`src/rtl/dps_divider.sv`:
```
// restoring divider, one quotient bit per cycle
`default_nettype none
module dps_divider #(
   parameter int DW = 43,
   parameter int VW = 11
) (
   input  wire logic          clock,
   input  wire logic          reset,
   input  wire logic          start,
   input  wire logic [DW-1:0] dividend,
   input  wire logic [VW-1:0] divisor,
   output logic               done,
   output logic [DW-1:0]      quotient
);
   localparam int CNT_W = $clog2(DW);

   logic             busy_ff;
   logic             done_ff;
   logic [CNT_W-1:0] cnt_ff;
   logic [VW-1:0]    rem_ff;
   logic [DW-1:0]    quo_ff;
   logic [VW-1:0]    dsr_ff;
   logic [VW:0]      trial;
   logic [VW:0]      diff;
   logic             ge;

   // trial subtraction of one step
   always_comb begin
      trial = {rem_ff, quo_ff[DW-1]};
      diff = trial - {1'b0, dsr_ff};
      ge = trial >= {1'b0, dsr_ff};
   end

   always_ff @(posedge clock) begin
      if (reset) begin
         busy_ff <= 1'b0;
         done_ff <= 1'b0;
         cnt_ff <= '0;
      end else begin
         done_ff <= !start && busy_ff && (cnt_ff == CNT_W'(DW - 1));
         if (start) begin
            busy_ff <= 1'b1;
            cnt_ff <= '0;
         end else if (busy_ff) begin
            cnt_ff <= cnt_ff + 1'b1;
            if (cnt_ff == CNT_W'(DW - 1)) begin
               busy_ff <= 1'b0;
            end
         end
      end
      if (start) begin
         rem_ff <= '0;
         quo_ff <= dividend;
         dsr_ff <= divisor;
      end else if (busy_ff) begin
         rem_ff <= ge ? diff[VW-1:0] : trial[VW-1:0];
         quo_ff <= {quo_ff[DW-2:0], ge};
      end
   end

   assign done = done_ff;
   assign quotient = quo_ff;
endmodule
`default_nettype wire

```
`config.mk`:
```
export PLATFORM = sky130hd
export DESIGN_NAME = dps_divider
export DESIGN_NICKNAME = d
export VERILOG_FILES = /design/src/rtl/dps_divider.sv
export SDC_FILE = /design/constraint.sdc
export NUM_CORES = 1
export LEC_CHECK = 0
export CAP_MARGIN = 30
export CORE_ASPECT_RATIO = 1.75
export CORE_MARGIN = 1
export CORE_UTILIZATION = 65
export CTS_BUF_LIST = sky130_fd_sc_hd__clkbuf_4 sky130_fd_sc_hd__clkbuf_8
export DETAILED_ROUTE_END_ITERATION = 10
export DONT_BUFFER_PORTS = 1
export GPL_TIMING_DRIVEN = 0
export PLACE_DENSITY = 0.82
export SYNTH_ARGS = -nofsm -noshare
export SYNTH_HDL_FRONTEND = slang
export SYNTH_SLANG_ARGS = --single-unit
```
`constraint.sdc`:
```
create_clock -name clock -period 2.7 [get_ports clock]
set_clock_uncertainty 0.15 [all_clocks]
set_input_delay 0.135 -clock clock [delete_from_list [all_inputs] [get_ports clock]]
set_output_delay 0.135 -clock clock [all_outputs]
set_load 0.05 [all_outputs]
```
==> results.ini <==
[sta]
worstMarginPinSlew_ps=1010
hold_slack_ps=107
hold_viol=0
setup_viol=12
period_minus_slack_ps=3140
max_freq_mhz=319
period_share_pct=116
finalSetupTns_ps=-3670
drv_slew=0
fin_ws_ps=-436
slew_headroom_pct=32.3
rsz0062_at_grt=true

[cells_and_area]
antenna_cells=0
final_util_pct=88.8
final_area_um2=4710
syn_to_final_growth_pct=31.5
fin_cells=437
drive_above_1_share_pct=27.8
fin_nets=429

[floorplanning]
num_rows=35
core_um2=5300
fp.dieW_um=58.1
start_util_pct=67.6
die_h_um=100
dieArea_um2=5820
io_pins=101

[critical_path]
crit_start=quotient[42]$_DFFE_PP_
required_ps=2820
cp-start-kind=flop
path_class=reg2reg
worstPathMaxFanout=3
reg2reg_from=quotient[42]$_DFFE_PP_
cp.arrival_ps=3260
setup.worst_path.end_class=flop

[synth]
yosysTopAreaCellShare_pct=45.3
ys_warn_count=0
synth_seq_cells=73
synthDominantAreaCellType=edfxtp_1
netlist_area_um2=3580
syn_inst=278
syn_nets=349
syn_avg_cell_area_um2=12.9
synth_enable_flop_cells=54
synth-main-ff-cell=edfxtp_1
synth-seq-area-share_pct=55.9
yosys-top-cells-area=edfxtp_1, mux2_2, dfxtp_1
synthArstFlopShare_pct=0
ys_types=46

[clock_tree]
clockBufferDepth=2
cts_root_buf=clkbuf_8
cts_tree=done
path_clk_slew_ps=90
cts.sinks=73
clk-insertion-delay-late_ps=370
cts_max_level=3
cts_buffers=9

[pwr]
total_power_mw=3.45
power_density_nw_per_um2=733
ir_worst_vdd_mv=0.779
p_leak_nw=1.76

[drt]
first_pass_iters=5
wl_um=11900
wl_per_cell_um=27.2
vias=2954
drt-vias-per-instance=6.76
ant_nets=0
initialDrtViolationCount=249
drc=0

[place]
placed_cells=352
dp_hpwl_um=5120
port_buffers=0
dpl-instance-area_um2=3690
gp_congestion=0.792
dpl_worst_slack_ps=-312

[grt]
grt_max_degree=44
grt_pass1_vias=3108
antenna_found_initial=0
grt_usage_pct=43.8
gr-total-overflow=0
grt_pass1_wl_um=17800

[run_status]
status=finished with violations
violations=setup timing

[worst_hold_path]
hold_class=in2reg
hold_path.startpoint=reset

[flow_run]
maxCapViolCount=0

repair_timing:
action	4_1_cts	5_1_grt
hold buffers	56	0
setup endpoints to repair	12	12
pin swaps	8	15
gates cloned	1	0
buffers inserted	11	4
gates resized for setup	9	17
endpoints found under the hold margin	66	0
synthesized netlist by cell type (2+ instances only):
| cell type | n |
|---|---|
| edfxtp_1 | 54 |
| mux2_2 | 43 |
| nor2_1 | 20 |
| dfxtp_1 | 19 |
| inv_1 | 17 |
| ha_1 | 13 |
| nand2_1 | 10 |
| o21ai_0 | 8 |
| a211oi_1 | 7 |
| a21oi_1 | 7 |
| clkbuf_1 | 7 |
| mux2i_1 | 7 |
| nand3_1 | 7 |
| xnor2_1 | 6 |
| nand2b_1 | 4 |
| o21ai_2 | 4 |
| buf_1 | 3 |
| nand4_1 | 3 |
| or3_1 | 3 |
| xor2_1 | 3 |
| a311oi_1 | 2 |
| nor2b_1 | 2 |
| o2111ai_1 | 2 |
| o211ai_1 | 2 |
| o21a_1 | 2 |
| o22ai_1 | 2 |
| o31a_1 | 2 |
worst max-delay path, cell delays in order, from the launching register on:
cell and delay (ps):
edfxtp_1 750, inv_2 140, ha_4 220, fa_2 450, nor2b_4 140, buf_4 110, buf_4 90, buf_4 100
buf_4 100, buf_4 110, o21ai_1 80, a21oi_1 240, mux2i_1 140, a211oi_2 210
path summary, 6_finish.rpt:
| check | endpoint | slack (ps) | cells after the start |
|---|---|---|---|
| setup / recovery | rem_ff[4]$_SDFFE_PP0P_ | -440 | 13 |
| setup reg to reg | rem_ff[4]$_SDFFE_PP0P_ | -440 | 13 |
| hold / removal | cnt_ff[5]$_SDFFE_PP0P_ | 110 | 3 |
| hold reg to reg | done$_SDFF_PP0_ | 390 | 2 |
report_power, final:
group	total [mW]	leakage [nW]	switching (mW)	internal (mW)
Clock	1.07	0.115	0.461	0.614
Sequential	1.68	0.696	0.341	1.34
Combinational	0.699	0.946	0.369	0.330
Total	3.45	1.76	1.17	2.28
logic make-up (layout without fill, tap and decap cells):
logic type	after synthesis	after routing	share of synthesized area [%]
flops	73	73	55.9
simple gates	59	59	8.95
mux	50	50	15.5
compound gates	43	43	8.84
xor+xnor	9	9	2.20
buf+inv	30	115	3.50
fa+ha+maj	14	14	5.10
registers in the layout (all words and copies together), names as in the netlist:
register	count
quotient	43
dsr_ff	11
busy_ff	1
cnt_ff	6
rem_ff	11
done	1
placed cells by master (no fill, tap or decap), types with 5 or more instances in the layout:
cell type      netlist  layout
dfxtp_1             19      19
inv_1               17      16
clkbuf_8             0       9
ha_1                13      12
buf_4                0      10
xnor2_1              6       6
mux2_2              43      42
a211oi_2             1       5
o21ai_0              8       6
dlygate4sd3_1        0      56
edfxtp_1            54      54
nor2_1              20      20
clkbuf_1             7       7
mux2i_1              7       5
a21oi_1              7       7
nand2_1             10       9
nand3_1              7       6
layer usage:
layer  GRT usage, %  part of all wire (%)  vias up
met5              0                     0        -
met4           27.1                   7.7        0
met3           13.9                   9.3       91
met2           71.1                    50      274
met1           49.1                    33     1394
li1               -                     -     1195
area by class of cell:
cell class,instances,area (um2)
Clock inverter,7,119
Fill cell,192,592
Inverter,18,67.6
Clock buffer,9,124
Tap cell,74,92.6
Multi-Input combinational cell,175,1580
Sequential cell,73,2000
Timing Repair Buffer,70,681
Buffer,11,42.5
(Power assumes the default switching activity.)
