[config.mk]
export PLATFORM = sky130hd
export DESIGN_NAME = dps_cell
export DESIGN_NICKNAME = d
export VERILOG_FILES = /design/src/rtl/dps_pkg.sv /design/src/rtl/dps_cell.sv
export SDC_FILE = /design/constraint.sdc
export NUM_CORES = 1
export LEC_CHECK = 0
export ABC_AREA = 1
export BUFFER_PORTS_ARGS = -buffer_cell sky130_fd_sc_hd__buf_2
export CORE_UTILIZATION = 50
export DETAILED_ROUTE_END_ITERATION = 7
export PLACE_DENSITY_LB_ADDON = 0.2
export RECOVER_POWER = 25
export SLEW_MARGIN = 20
export SYNTH_ARGS = -nofsm -noshare
export SYNTH_HDL_FRONTEND = slang
export SYNTH_SLANG_ARGS = --single-unit
[constraint.sdc]
create_clock -name clock -period 3.9 [get_ports clock]
set_input_delay 0.585 -clock clock [delete_from_list [all_inputs] [get_ports clock]]
set_output_delay 0.585 -clock clock [all_outputs]
set_load 0.02 [all_outputs]
[src/rtl/dps_pkg.sv]
// shared types and constants of the position depth summary block
`default_nettype none
package dps_pkg;
   localparam int MAX_SAMPLES_DEF = 1024;
   localparam int DEPTH_BITS_DEF = 24;
   localparam int NUM_THRESH = 9;
   localparam int CSR_W = 11;
   localparam int FRAC_W = 17;
   localparam logic [FRAC_W-1:0] FRAC_ONE = 17'h10000;

   localparam logic [6:0] THRESH [NUM_THRESH] = '{7'd1, 7'd5, 7'd10, 7'd15, 7'd20,
                                                 7'd25, 7'd30, 7'd50, 7'd100};

   typedef struct packed {
      logic [31:0] position;
      logic [23:0] depth;
      logic        last_in_group;
   } req_type;

   typedef struct packed {
      logic [31:0]       out_position;
      logic [31:0]       mean_depth;
      logic [24:0]       median_twice;
      logic [FRAC_W-1:0] frac_ge_1;
      logic [FRAC_W-1:0] frac_ge_5;
      logic [FRAC_W-1:0] frac_ge_10;
      logic [FRAC_W-1:0] frac_ge_15;
      logic [FRAC_W-1:0] frac_ge_20;
      logic [FRAC_W-1:0] frac_ge_25;
      logic [FRAC_W-1:0] frac_ge_30;
      logic [FRAC_W-1:0] frac_ge_50;
      logic [FRAC_W-1:0] frac_ge_100;
   } rsp_type;

   // one slot of the sorting chain
   typedef struct packed {
      logic        valid;
      logic [23:0] value;
   } cell_bus_type;
endpackage
`default_nettype wire

[src/rtl/dps_cell.sv]
// one cell of the insertion sorting chain
`default_nettype none
module dps_cell (
   input  wire logic                  clock,
   input  wire logic                  reset,
   input  wire logic                  clear,
   input  wire logic                  shift,
   input  wire dps_pkg::cell_bus_type pass_in,
   input  wire dps_pkg::cell_bus_type next_hold,
   output dps_pkg::cell_bus_type      hold_out,
   output dps_pkg::cell_bus_type      pass_out
);
   import dps_pkg::*;

   cell_bus_type hold_ff, hold_in;
   cell_bus_type pass_ff, pass_in_nxt;

   // clear empties the cell, shift takes the next cell's value; else keep the smaller value, hand the larger one on
   always_comb begin
      hold_in = hold_ff;
      pass_in_nxt = '0;
      if (clear) begin
         hold_in.valid = 1'b0;
      end else if (shift) begin
         hold_in = next_hold;
      end else if (pass_in.valid) begin
         if (!hold_ff.valid) begin
            hold_in = pass_in;
         end else if (pass_in.value < hold_ff.value) begin
            hold_in = pass_in;
            pass_in_nxt = hold_ff;
         end else begin
            pass_in_nxt = pass_in;
         end
      end
   end

   always_ff @(posedge clock) begin
      if (reset) begin
         hold_ff.valid <= 1'b0;
         pass_ff.valid <= 1'b0;
      end else begin
         hold_ff.valid <= hold_in.valid;
         pass_ff.valid <= pass_in_nxt.valid;
      end
      hold_ff.value <= hold_in.value;
      pass_ff.value <= pass_in_nxt.value;
   end

   assign hold_out = hold_ff;
   assign pass_out = pass_ff;
endmodule
`default_nettype wire

==> results of run 1 <==
power by group through the flow:
| stage | clock network [uW] | logic, uW | registers [uW] |
|---|---|---|---|
| after global routing | 319 | 281 | 587 |
| after CTS | 297 | 250 | 584 |
| after detailed placement | 0 | 248 | 596 |
| after global placement | 0 | 243 | 596 |
| final | 290 | 248 | 584 |
| after floorplan | 0 | 146 | 621 |
flip-flops by register name, summed over array words and instances (netlist names):
| register | cells |
|---|---|
| pass_out | 25 |
| hold_out | 25 |
metrics by stage:
stage | instances | utilization | hold WS (ps) | setup WS (ps) | power, uW
2_1_floorplan | 363 | - | 573 | 652 | 767
3_3_place_gp | 523 | 0.634 | 504 | 1290 | 838
3_5_place_dp | 523 | 0.634 | 504 | 1230 | 845
4_1_cts | 531 | 0.650 | 440 | 1510 | 1130
5_1_grt | 531 | 0.642 | 448 | 1100 | 1190
6_report | 531 | 0.642 | 445 | 1270 | 1120
worst max-delay path: cells and delay by family:
family	cells	cell delay, ps
and+or+nand+nor	2	300
buffers and inverters	2	1770
cell type report:
type / instances / area share
Clock buffer: 6 / 0.0214
Tap cell: 70 / 0.0259
Inverter: 41 / 0.0455
Multi-Input combinational cell: 255 / 0.388
Sequential cell: 50 / 0.367
Timing Repair Buffer: 107 / 0.150
Clock inverter: 2 / 0.00259
cells by family (layout without fill, tap and decap cells):
family,after synthesis,after routing,synth area share
simple gates,201,201,0.295
buf+inv,58,156,0.0918
compound gates,31,31,0.0687
flops,50,50,0.442
fa+ha+maj,23,23,0.103
layer usage:
metal  vias to the layer above  global-route usage
met4                         0              0.0654
met5                         -                   0
met2                        92               0.388
met3                         8              0.0393
met1                      1126               0.289
li1                       1342                   -
cells in the mapped netlist:
master / number
a21oi_1: 20
buf_4: 1
dfxtp_1: 26
nor3_1: 1
or2_2: 1
nor4_1: 1
buf_2: 8
edfxtp_1: 24
clkbuf_1: 5
nand2_1: 132
o21ai_0: 1
nor3_2: 1
buf_8: 1
nand2_2: 2
nand3_2: 1
nor2_1: 31
ha_1: 23
a21oi_2: 10
nor2_4: 1
nand3_1: 27
nand4_1: 1
inv_1: 41
buf_6: 2
nor2_2: 2
worst max-delay path by stage:
stage | depth (start not counted) | slack (ps) | endpoint | startpoint
after floorplan | 10 | 650 | hold_out[0]$_DFFE_PP_ | pass_in[5]
after global placement | 12 | 1290 | hold_out[17]$_DFFE_PP_ | pass_in[19]
after detailed placement | 12 | 1230 | hold_out[16]$_DFFE_PP_ | pass_in[21]
after CTS | 12 | 1510 | hold_out[23]$_DFFE_PP_ | hold_out[23]$_DFFE_PP_
after global routing | 4 | 1100 | hold_out[19]$_DFFE_PP_ | shift
final | 4 | 1270 | hold_out[4]$_DFFE_PP_ | shift
==> metrics.yaml, run 1 <==
hold_path:
  hold_depth: 2
  hp-start: "reset"
  hold_path_class: "input pin to register"
  holdPathEnd: "pass_out[24]$_SDFF_PP0_"
placed_design:
  port_buffers: 103
  place.detailed.hpwl_mm: 4.60
  place_area_mm2: 0.00334
  place.gp.congestion: 0.827
final_layout:
  area_delta_synth_final_pct: 20.6
  layout.cells.most_common: "nand2_1"
  drive_gt1_frac: 0.223
  diodes: 0
  fillers: 499
  seqCellArea_mm2: 0.00124
  final_area_mm2: 0.00339
  layout_common_cells: "nand2_1 (131), buf_2 (73), inv_1 (41)"
  multi_input_area_mm2: 0.00131
  layout.nets: 537
clock_tree:
  cts.hold.buffers_added: 0
  cts_tree: "built"
  cts.sinks: 50
  clk_path_buf_depth: 2
  ctsResizeCount: 0
  clk_pin_slew_ps: 90
  post-cts-setup-buffers: 0
  numCtsBuffers: 5
  clockRootBuffer: "clkbuf_8"
  cts-htree-levels: 2
  worstSkewPairLatency_ps: 300
drt:
  drc: 0
  routed-wl-met3_um: 346
  highest_layer: "met4"
  wl_met2_mm: 3.07
  wl_met1_mm: 2.91
  first_pass_iters: 4
  ant_nets: 0
  postRouteWirelength_mm: 6.40
  routedWlPerCell_um: 12.1
  routed_via_density: 4.84
  vias: 2568
  drtIter0Drc: 113
die:
  rows: 26
  die_w_um: 76.9
  core-area_mm2: 0.00527
  num_io_pins: 104
  die_area_mm2: 0.00592
  dieHeight_um: 76.9
  start_util: 0.533
timing:
  rsz0062_at_grt: "no"
  setup_violations: 0
  period_needed_ps: 2630
  hold_viol_final: 0
  max_freq_mhz: 381
  post-route-period-util: 0.673
  slew-limit-headroom: 0.108
  finalClockSkew_ps: 10.4
  tns_ps: 0
  slew_viol_final: 0
  tightest_slew_ps: 1340
pwr:
  max-vdd-ir-drop_uv: 213
  netSwitchingPower_uw: 332
  powerDensity_mw_per_mm2: 332
  power.share.sequential: 0.520
  leakagePower_uw: 0.00176
  power_frac_comb: 0.221
  switching_share: 0.295
  clkPwrFrac: 0.258
  p_int_uw: 791
worst_setup_path:
  required_ps: 3950
  r2r-end: "hold_out[23]$_DFFE_PP_"
  cp_common_cell: "nand2_1"
  r2r_cells: 12
  critPathCaptureType: "register"
  crit_chain: "clkbuf_1 > inv_1 > nand2_1 > nand2_1"
  crit_path_max_fanout: 28
  cpPeakStageDelay_ps: 950
  cp.arrival_ps: 2670
  rr_startpoint: "hold_out[21]$_DFFE_PP_"
  cp_slowest_cell: "clkbuf_1"
  reg2reg_slack_ps: 1510
  crit_type: "input pin to register"
  critPathLaunchType: "input pin"
yosys:
  syn-cell-area_mm2: 0.00281
  ys_types: 24
  avgSynthCellArea_um2: 7.73
  synthTopCellsByArea: "edfxtp_1 (26%), dfxtp_1 (19%), nand2_1 (18%)"
  ys_seq_area_frac: 0.442
  synth_cells: 363
  yosysTopAreaCellShare: 0.257
  syn-num-nets: 440
  ys_warn_count: 0
  ys_seq_elements: 50
  yosysTopAreaCell: "edfxtp_1"
run_status:
  status: "finished, final reports clean"
global_route:
  overflow: 0
  grt_max_degree: 29
  grt_pass1_wl_mm: 10.7
  antenna_found_initial: 0
  grt_pass1_vias: 2387
  grt_usage: 0.226
run:
  maxCapViolCount: 0
Note: power is estimated with default switching activity, not from simulation.
==> run 2: changes to the inputs <==
- clock period: 3.9 -> 2.7 ns (I/O delays scaled with it)
==> run 2 against run 1 <==
Against the previous run: sequential cell count did not move; die area did not move; via count is 1.2% higher; global-route usage is 0.43 points higher; non-clock buffer count up 2; critical path depth up 7; clock power increased by 48%; total power up 46%; final cell count increased by 0.38%; sequential power rose by 44%.
==> metrics.yaml, run 2 (synthesis results as in run 1) <==
drt:
  first_pass_iters: 5  # +1
  postRouteWirelength_mm: 6.38  # -0.39%
  wl_met2_mm: 3.02  # -1.6%
  routedWlPerCell_um: 12.0  # -0.76%
  highest_layer: "met4"
  vias: 2599  # +1.2%
  wl_met1_mm: 2.75  # -5.5%
  drc: 0  # unchanged
  routed_via_density: 4.88  # +0.83%
  drtIter0Drc: 105  # -7.1%
  routed-wl-met3_um: 448  # +29%
  ant_nets: 0  # unchanged
worst_setup_path:
  reg2reg_slack_ps: 660  # -850 ps
  cpPeakStageDelay_ps: 440  # -510 ps
  required_ps: 2900  # -1050 ps
  cp.arrival_ps: 2240  # -430 ps
  crit_chain: "inv_1 > ha_1 > a21oi_1 > nor2_1 > nor3_1 > nand2_1 > nand2_2 > buf_4 > nand3_1 > nand2_1 > nor2_1"
  r2r_cells: 11  # -1
  critPathLaunchType: "register"
  crit_type: "register to register"
  critPathLaunch: "hold_out[5]$_DFFE_PP_"
  critPathCaptureType: "register"
  rr_startpoint: "hold_out[5]$_DFFE_PP_"
  crit_path_max_fanout: 48  # +71%
  r2r-end: "pass_out[0]$_SDFF_PP0_"
  cp_slowest_cell: "buf_4"
final_layout:
  fin_cells: 533  # +0.38%
  drive_gt1_frac: 0.227  # +0.00335
  layout.cells.most_common: "nand2_1"
  diodes: 0  # unchanged
  fillers: 516  # +3.4%
  final_area_mm2: 0.00342  # +1.0%
  layout_common_cells: "nand2_1 (131), buf_2 (73), inv_1 (41)"
  area_delta_synth_final_pct: 21.9
  layout.nets: 539  # +0.37%
clock_tree:
  cts.sinks: 50  # unchanged
  post-cts-setup-buffers: 0  # unchanged
  cts-htree-levels: 2  # unchanged
  clk_path_buf_depth: 2  # unchanged
  worstSkewPairLatency_ps: 310  # about the same
  cts.hold.buffers_added: 0  # unchanged
  clk_pin_slew_ps: 90  # about the same
  numCtsBuffers: 5  # unchanged
  clockRootBuffer: "clkbuf_8"
  ctsResizeCount: 0  # unchanged
  cts_tree: "built"
die:
  die_w_um: 76.9  # unchanged
  rows: 26  # unchanged
  dieHeight_um: 76.9  # unchanged
  die_area_mm2: 0.00592  # unchanged
  core-area_mm2: 0.00527  # unchanged
  start_util: 0.533  # unchanged
  num_io_pins: 104  # unchanged
placed_design:
  port_buffers: 103  # unchanged
  place_area_mm2: 0.00338  # +1.0%
  place.detailed.hpwl_mm: 4.55  # -1.1%
  place.gp.congestion: 0.741  # -10%
  dp.cells: 525  # +0.38%
pwr:
  netSwitchingPower_uw: 489  # +47%
  powerDensity_mw_per_mm2: 478  # +44%
  switching_share: 0.299  # +0.00314
  power.share.sequential: 0.515  # -0.005
  p_int_uw: 1150  # +45%
  leakagePower_uw: 0.00177  # +0.89%
  power_frac_comb: 0.224  # +0.003
  clkPwrFrac: 0.261  # +0.003
  max-vdd-ir-drop_uv: 328  # +54%
global_route:
  grt_max_degree: 49  # +69%
  overflow: 0  # unchanged
  antenna_found_initial: 0  # unchanged
  grt_usage: 0.230  # +0.00428
  grt_pass1_vias: 2591  # +8.5%
  grt_pass1_wl_mm: 10.8  # +1.4%
run_status:
  status: "finished, final reports clean"
timing:
  period_needed_ps: 2040
  tightest_slew_ps: 826  # -512 ps
  max_freq_mhz: 490
  setup_violations: 0  # unchanged
  slew_viol_final: 0  # unchanged
  hold_viol_final: 0  # unchanged
  tns_ps: 0  # unchanged
  post-route-period-util: 0.756
  rsz0062_at_grt: "no"
  finalClockSkew_ps: 6.13  # -4.27 ps
  slew-limit-headroom: 0.449  # +0.341
hold_path:
  hold_depth: 2  # unchanged
  hold_path_class: "input pin to register"
  holdPathEnd: "pass_out[24]$_SDFF_PP0_"
  hp-start: "reset"
run:
  maxCapViolCount: 0  # unchanged
## run 2: changes by cell type in the layout (fill, tap and decap cells not counted)
cell     change
buf_4        +1
buf_12       +1
a21oi_2      -1
a21oi_4      +1
## run 2: worst max-delay path: cells and delay by family, from the launching register on
kind | cells | cell delay (ps)
buf+inv | 2 | 540
fa+ha+maj | 1 | 240
simple gates | 7 | 590
compound gates | 1 | 140
flops | 1 | 400
## run 2: power groups by stage
stage / registers, uW / clock network (uW) / logic [uW]
floorplan: 896 / 0 / 214
global placement: 860 / 0 / 358
detailed placement: 860 / 0 / 368
CTS: 842 / 442 / 370
global route: 846 / 460 / 416
finish: 843 / 428 / 366
## run 2: layout make-up
| class | count | area [um^2] | area share |
|---|---|---|---|
| Sequential cell | 50 | 1240 | 0.363 |
| Tap cell | 70 | 87.6 | 0.0256 |
| Timing Repair Buffer | 109 | 536 | 0.157 |
| Clock inverter | 2 | 8.76 | 0.00256 |
| Inverter | 41 | 154 | 0.0450 |
| Clock buffer | 6 | 72.6 | 0.0212 |
| Multi-Input combinational cell | 255 | 1320 | 0.386 |
## run 2: worst max path at each step
stage	cells past startpoint	endpoint	slack (ps)
global placement	12	hold_out[4]$_DFFE_PP_	600
detailed placement	12	hold_out[4]$_DFFE_PP_	550
global route	11	pass_out[1]$_SDFF_PP0_	390
finish	11	pass_out[0]$_SDFF_PP0_	660
floorplan	11	hold_out[0]$_DFFE_PP_	240
CTS	12	hold_out[9]$_DFFE_PP_	660
## run 2: per-stage QoR
step / worst slack (ps) / hold WS [ps] / utilization / power [uW]
5_1_grt: 395 / 264 / 0.649 / 1720
2_1_floorplan: 244 / 477 / - / 1110
3_5_place_dp: 551 / 500 / 0.641 / 1230
6_report: 660 / 262 / 0.649 / 1640
3_3_place_gp: 596 / 504 / 0.641 / 1220
4_1_cts: 660 / 255 / 0.656 / 1650
## run 2: per-layer routing
metal,up-vias,GRT usage
met5,-,0
met4,0,0.108
met3,12,0.0488
met2,92,0.411
met1,1145,0.260
li1,1350,-
==> run 3: changes to the inputs <==
- ABC_AREA: 1 -> 0
- CORE_UTILIZATION: 50 -> 44
- clock period: 2.7 -> 1.68 ns (I/O delays scaled with it)
==> run 3 against run 2 <==
Against the previous run: the flow now finishes with violations (negative setup slack); die area rose by 6.4%; sequential power rose by 60%; synthesized cell count decreased by 32%; combinational power rose by 100%; critical path type unchanged; wire length up 0.33%; final cell count decreased by 11%; largest power group unchanged; critical path depth is 2 lower; clock power up 80%; cell area up 14%.
==> metrics.yaml, run 3 <==
drt:
  routed_via_density: 4.89  # +0.30%
  wl_met1_mm: 2.87  # +4.3%
  postRouteWirelength_mm: 6.40  # +0.33%
  routedWlPerCell_um: 13.4  # +12%
  vias: 2333  # -10%
  wl_met2_mm: 3.11  # +3.0%
  highest_layer: "met4"
  drc: 0  # unchanged
  ant_nets: 0  # unchanged
  routed-wl-met3_um: 375  # -16%
  drtIter0Drc: 111  # +5.7%
  first_pass_iters: 4  # -1
worst_setup_path:
  cpPeakStageDelay_ps: 380  # -60 ps
  crit_path_max_fanout: 6  # -88%
  required_ps: 1730  # -1170 ps
  crit_family: "compound AO/OA/AOI/OAI gates"
  r2r_cells: 9  # -2
  path_buf_inv: 2  # unchanged
  crit_chain: "inv_2 > ha_4 > nand2_2 > o21ai_2 > a41oi_2 > nor4b_4 > a21oi_4 > buf_4 > o31a_4"
  r2r-end: "hold_out[18]$_DFFE_PP_"
  cp.arrival_ps: 2160  # -80 ps
  rr_startpoint: "hold_out[11]$_DFFE_PP_"
  critPathLaunchType: "register"
  crit_type: "register to register"
  reg2reg_slack_ps: -430  # -1090 ps
  critPathCaptureType: "register"
  cp_slowest_cell: "edfxtp_1"
pwr:
  powerDensity_mw_per_mm2: 737  # +54%
  netSwitchingPower_uw: 781  # +60%
  power.share.sequential: 0.472  # -0.043
  switching_share: 0.272  # -0.0264
  clkPwrFrac: 0.268  # +0.007
  power_frac_comb: 0.260  # +0.036
  leakagePower_uw: 0.00194  # +9.2%
  max-vdd-ir-drop_uv: 467  # +42%
  p_int_uw: 2090  # +82%
die:
  rows: 27  # +3.8%
  num_io_pins: 104  # unchanged
  die_area_mm2: 0.00630  # +6.4%
  die_w_um: 79.4  # +3.2%
  dieHeight_um: 79.4  # +3.2%
  start_util: 0.467  # -0.0659
  core-area_mm2: 0.00564  # +7.1%
run:
  maxCapViolCount: 0  # unchanged
global_route:
  grt_max_degree: 36  # -27%
  antenna_found_initial: 0  # unchanged
  grt_pass1_vias: 2226  # -14%
  grt_pass1_wl_mm: 10.3  # -5.2%
  overflow: 0  # unchanged
  grt_usage: 0.213  # -0.0170
placed_design:
  place.detailed.hpwl_mm: 4.56  # +0.27%
  port_buffers: 103  # unchanged
  place.gp.congestion: 0.738  # -0.43%
hold_path:
  holdPathEnd: "hold_out[24]$_SDFFE_PP0P_"
  hold_depth: 2  # unchanged
  hold_path_class: "input pin to register"
  hp-start: "reset"
yosys:
  synthTopCellsByArea: "edfxtp_1 (27%), dfxtp_1 (20%), ha_1 (11%)"
  synthTopCellsByCount: "nand2_1 (54), dfxtp_1 (26)"
  ys_async_sr_fraction: 0  # unchanged
  syn-num-nets: 324  # -26%
  yosysTopAreaCell: "edfxtp_1"
  ys_seq_elements: 50  # unchanged
  avgSynthCellArea_um2: 10.7  # +38%
  yosysTopAreaCellShare: 0.274  # +0.0170
  ys_seq_area_frac: 0.471  # +0.0292
  ys_warn_count: 0  # unchanged
  ys.flop_type: "dfxtp_1"
  yosysMostFrequentCell: "nand2_1"
  syn-cell-area_mm2: 0.00263  # -6.2%
  synth_edf_count: 24  # unchanged
  synth_cells: 247  # -32%
  ys_types: 25  # +4.2%
final_layout:
  layout.cells.most_common: "buf_2"
  area_delta_synth_final_pct: 47.9
  drive_gt1_frac: 0.511  # +0.284
  layout_common_cells: "buf_2 (102), nand2_1 (53), buf_4 (48)"
  layout.nets: 481  # -11%
  fillers: 429  # -17%
  diodes: 0  # unchanged
  final_util: 0.690  # +0.0411
timing:
  post-route-period-util: 1.25  # +0.499
  max_freq_mhz: 475  # -3.2%
  finalClockSkew_ps: 8.62  # +2.49 ps
  slew_viol_final: 0  # unchanged
  layout_setup_ws_ps: -427  # -1090 ps
  tns_ps: -18440  # -18440 ps
  hold_viol_final: 0  # unchanged
  slew-limit-headroom: 0.551  # +0.103
  period_needed_ps: 2110  # +67.4 ps
  rsz0062_at_grt: "yes"
  tightest_slew_ps: 673  # -153 ps
  setup_violations: 48  # +48
clock_tree:
  clk_path_buf_depth: 2  # unchanged
  numCtsBuffers: 5  # unchanged
  cts.sinks: 50  # unchanged
  clockRootBuffer: "clkbuf_8"
  worstSkewPairLatency_ps: 300  # about the same
  cts_tree: "built"
  clk_pin_slew_ps: 90  # about the same
  cts-htree-levels: 2  # unchanged
run_status:
  status: "finished with violations"
  violations: "negative setup slack"
[run 3: cell count changes after synthesis, sizes merged, moves of 17 or more]
| cell | before | now |
|---|---|---|
| nand2 | 134 | 54 |
| nor2 | 34 | 5 |
| nand3 | 28 | 0 |
| mux2 | 0 | 24 |
| mux2i | 0 | 24 |
| a21oi | 30 | 12 |
| inv | 41 | 24 |
[run 3: how the worst max path moves through the flow]
stage	from	to	slack (ps)	depth (start not counted)
2_1_floorplan	hold_out[21]$_DFFE_PP_	hold_out[0]$_DFFE_PP_	-550	8
3_3_place_gp	pass_in[11]	hold_out[6]$_DFFE_PP_	-460	8
3_5_place_dp	pass_in[11]	hold_out[15]$_DFFE_PP_	-520	8
4_1_cts	hold_out[11]$_DFFE_PP_	pass_out[0]$_SDFF_PP0_	-460	9
5_1_grt	hold_out[11]$_DFFE_PP_	hold_out[8]$_DFFE_PP_	-530	9
6_report	hold_out[11]$_DFFE_PP_	hold_out[18]$_DFFE_PP_	-430	9
[run 3: cell families after synthesis]
logic type	after synthesis	share of synthesized area
buf+inv	34	0.0556
flops	50	0.471
compound gates	23	0.0547
mux	48	0.194
simple gates	69	0.115
fa+ha+maj	23	0.109
[run 3: timing repair]
action / in CTS / in global routing
pin swaps: 14 / 2
gates cloned: 4 / 0
setup buffers: 4 / 2
endpoints found under the setup margin: 48 / 48
gates resized for setup: 25 / 0
hold buffers: 0 / 0
[run 3: worst reg2reg max path, delay by kind of cell (launching register included)]
| family | cells | cell delay, ps |
|---|---|---|
| simple gates | 2 | 330 |
| fa+ha+maj | 1 | 290 |
| compound gates | 4 | 650 |
| flops | 1 | 380 |
| buf+inv | 2 | 210 |
[run 3: power groups by stage]
stage	registers (uW)	logic, uW	clock network, uW
floorplan	1440	276	0
global placement	1380	617	0
detailed placement	1380	629	0
CTS	1350	738	777
global route	1360	810	833
finish	1350	744	769
[run 3: final cells by class]
type                       count  area (um^2)  area share
sequential                    50         1240       0.319
clock buffer                   7         96.3      0.0247
inverter                      24         90.1      0.0231
multi-input combinational    166         1420       0.364
timing repair buffer         157          956       0.246
tap                           72         90.1      0.0231
clock inverter                 1         3.75    0.000964
[run 3: through the flow]
step	cell area (um^2)	total power, uW	hold WS (ps)	instances	setup slack (ps)
2_1_floorplan	2640	1720	324	247	-550
3_3_place_gp	3560	2000	430	459	-461
3_5_place_dp	3560	2010	433	459	-517
4_1_cts	3890	2870	116	475	-456
5_1_grt	3890	3000	113	477	-531
6_report	3890	2870	120	477	-427
[run 3: routing by layer]
| metal | GRT usage | vias up |
|---|---|---|
| li1 | - | 1177 |
| met1 | 0.275 | 1070 |
| met2 | 0.368 | 80 |
| met3 | 0.0391 | 6 |
| met4 | 0.0491 | 0 |
| met5 | 0 | - |
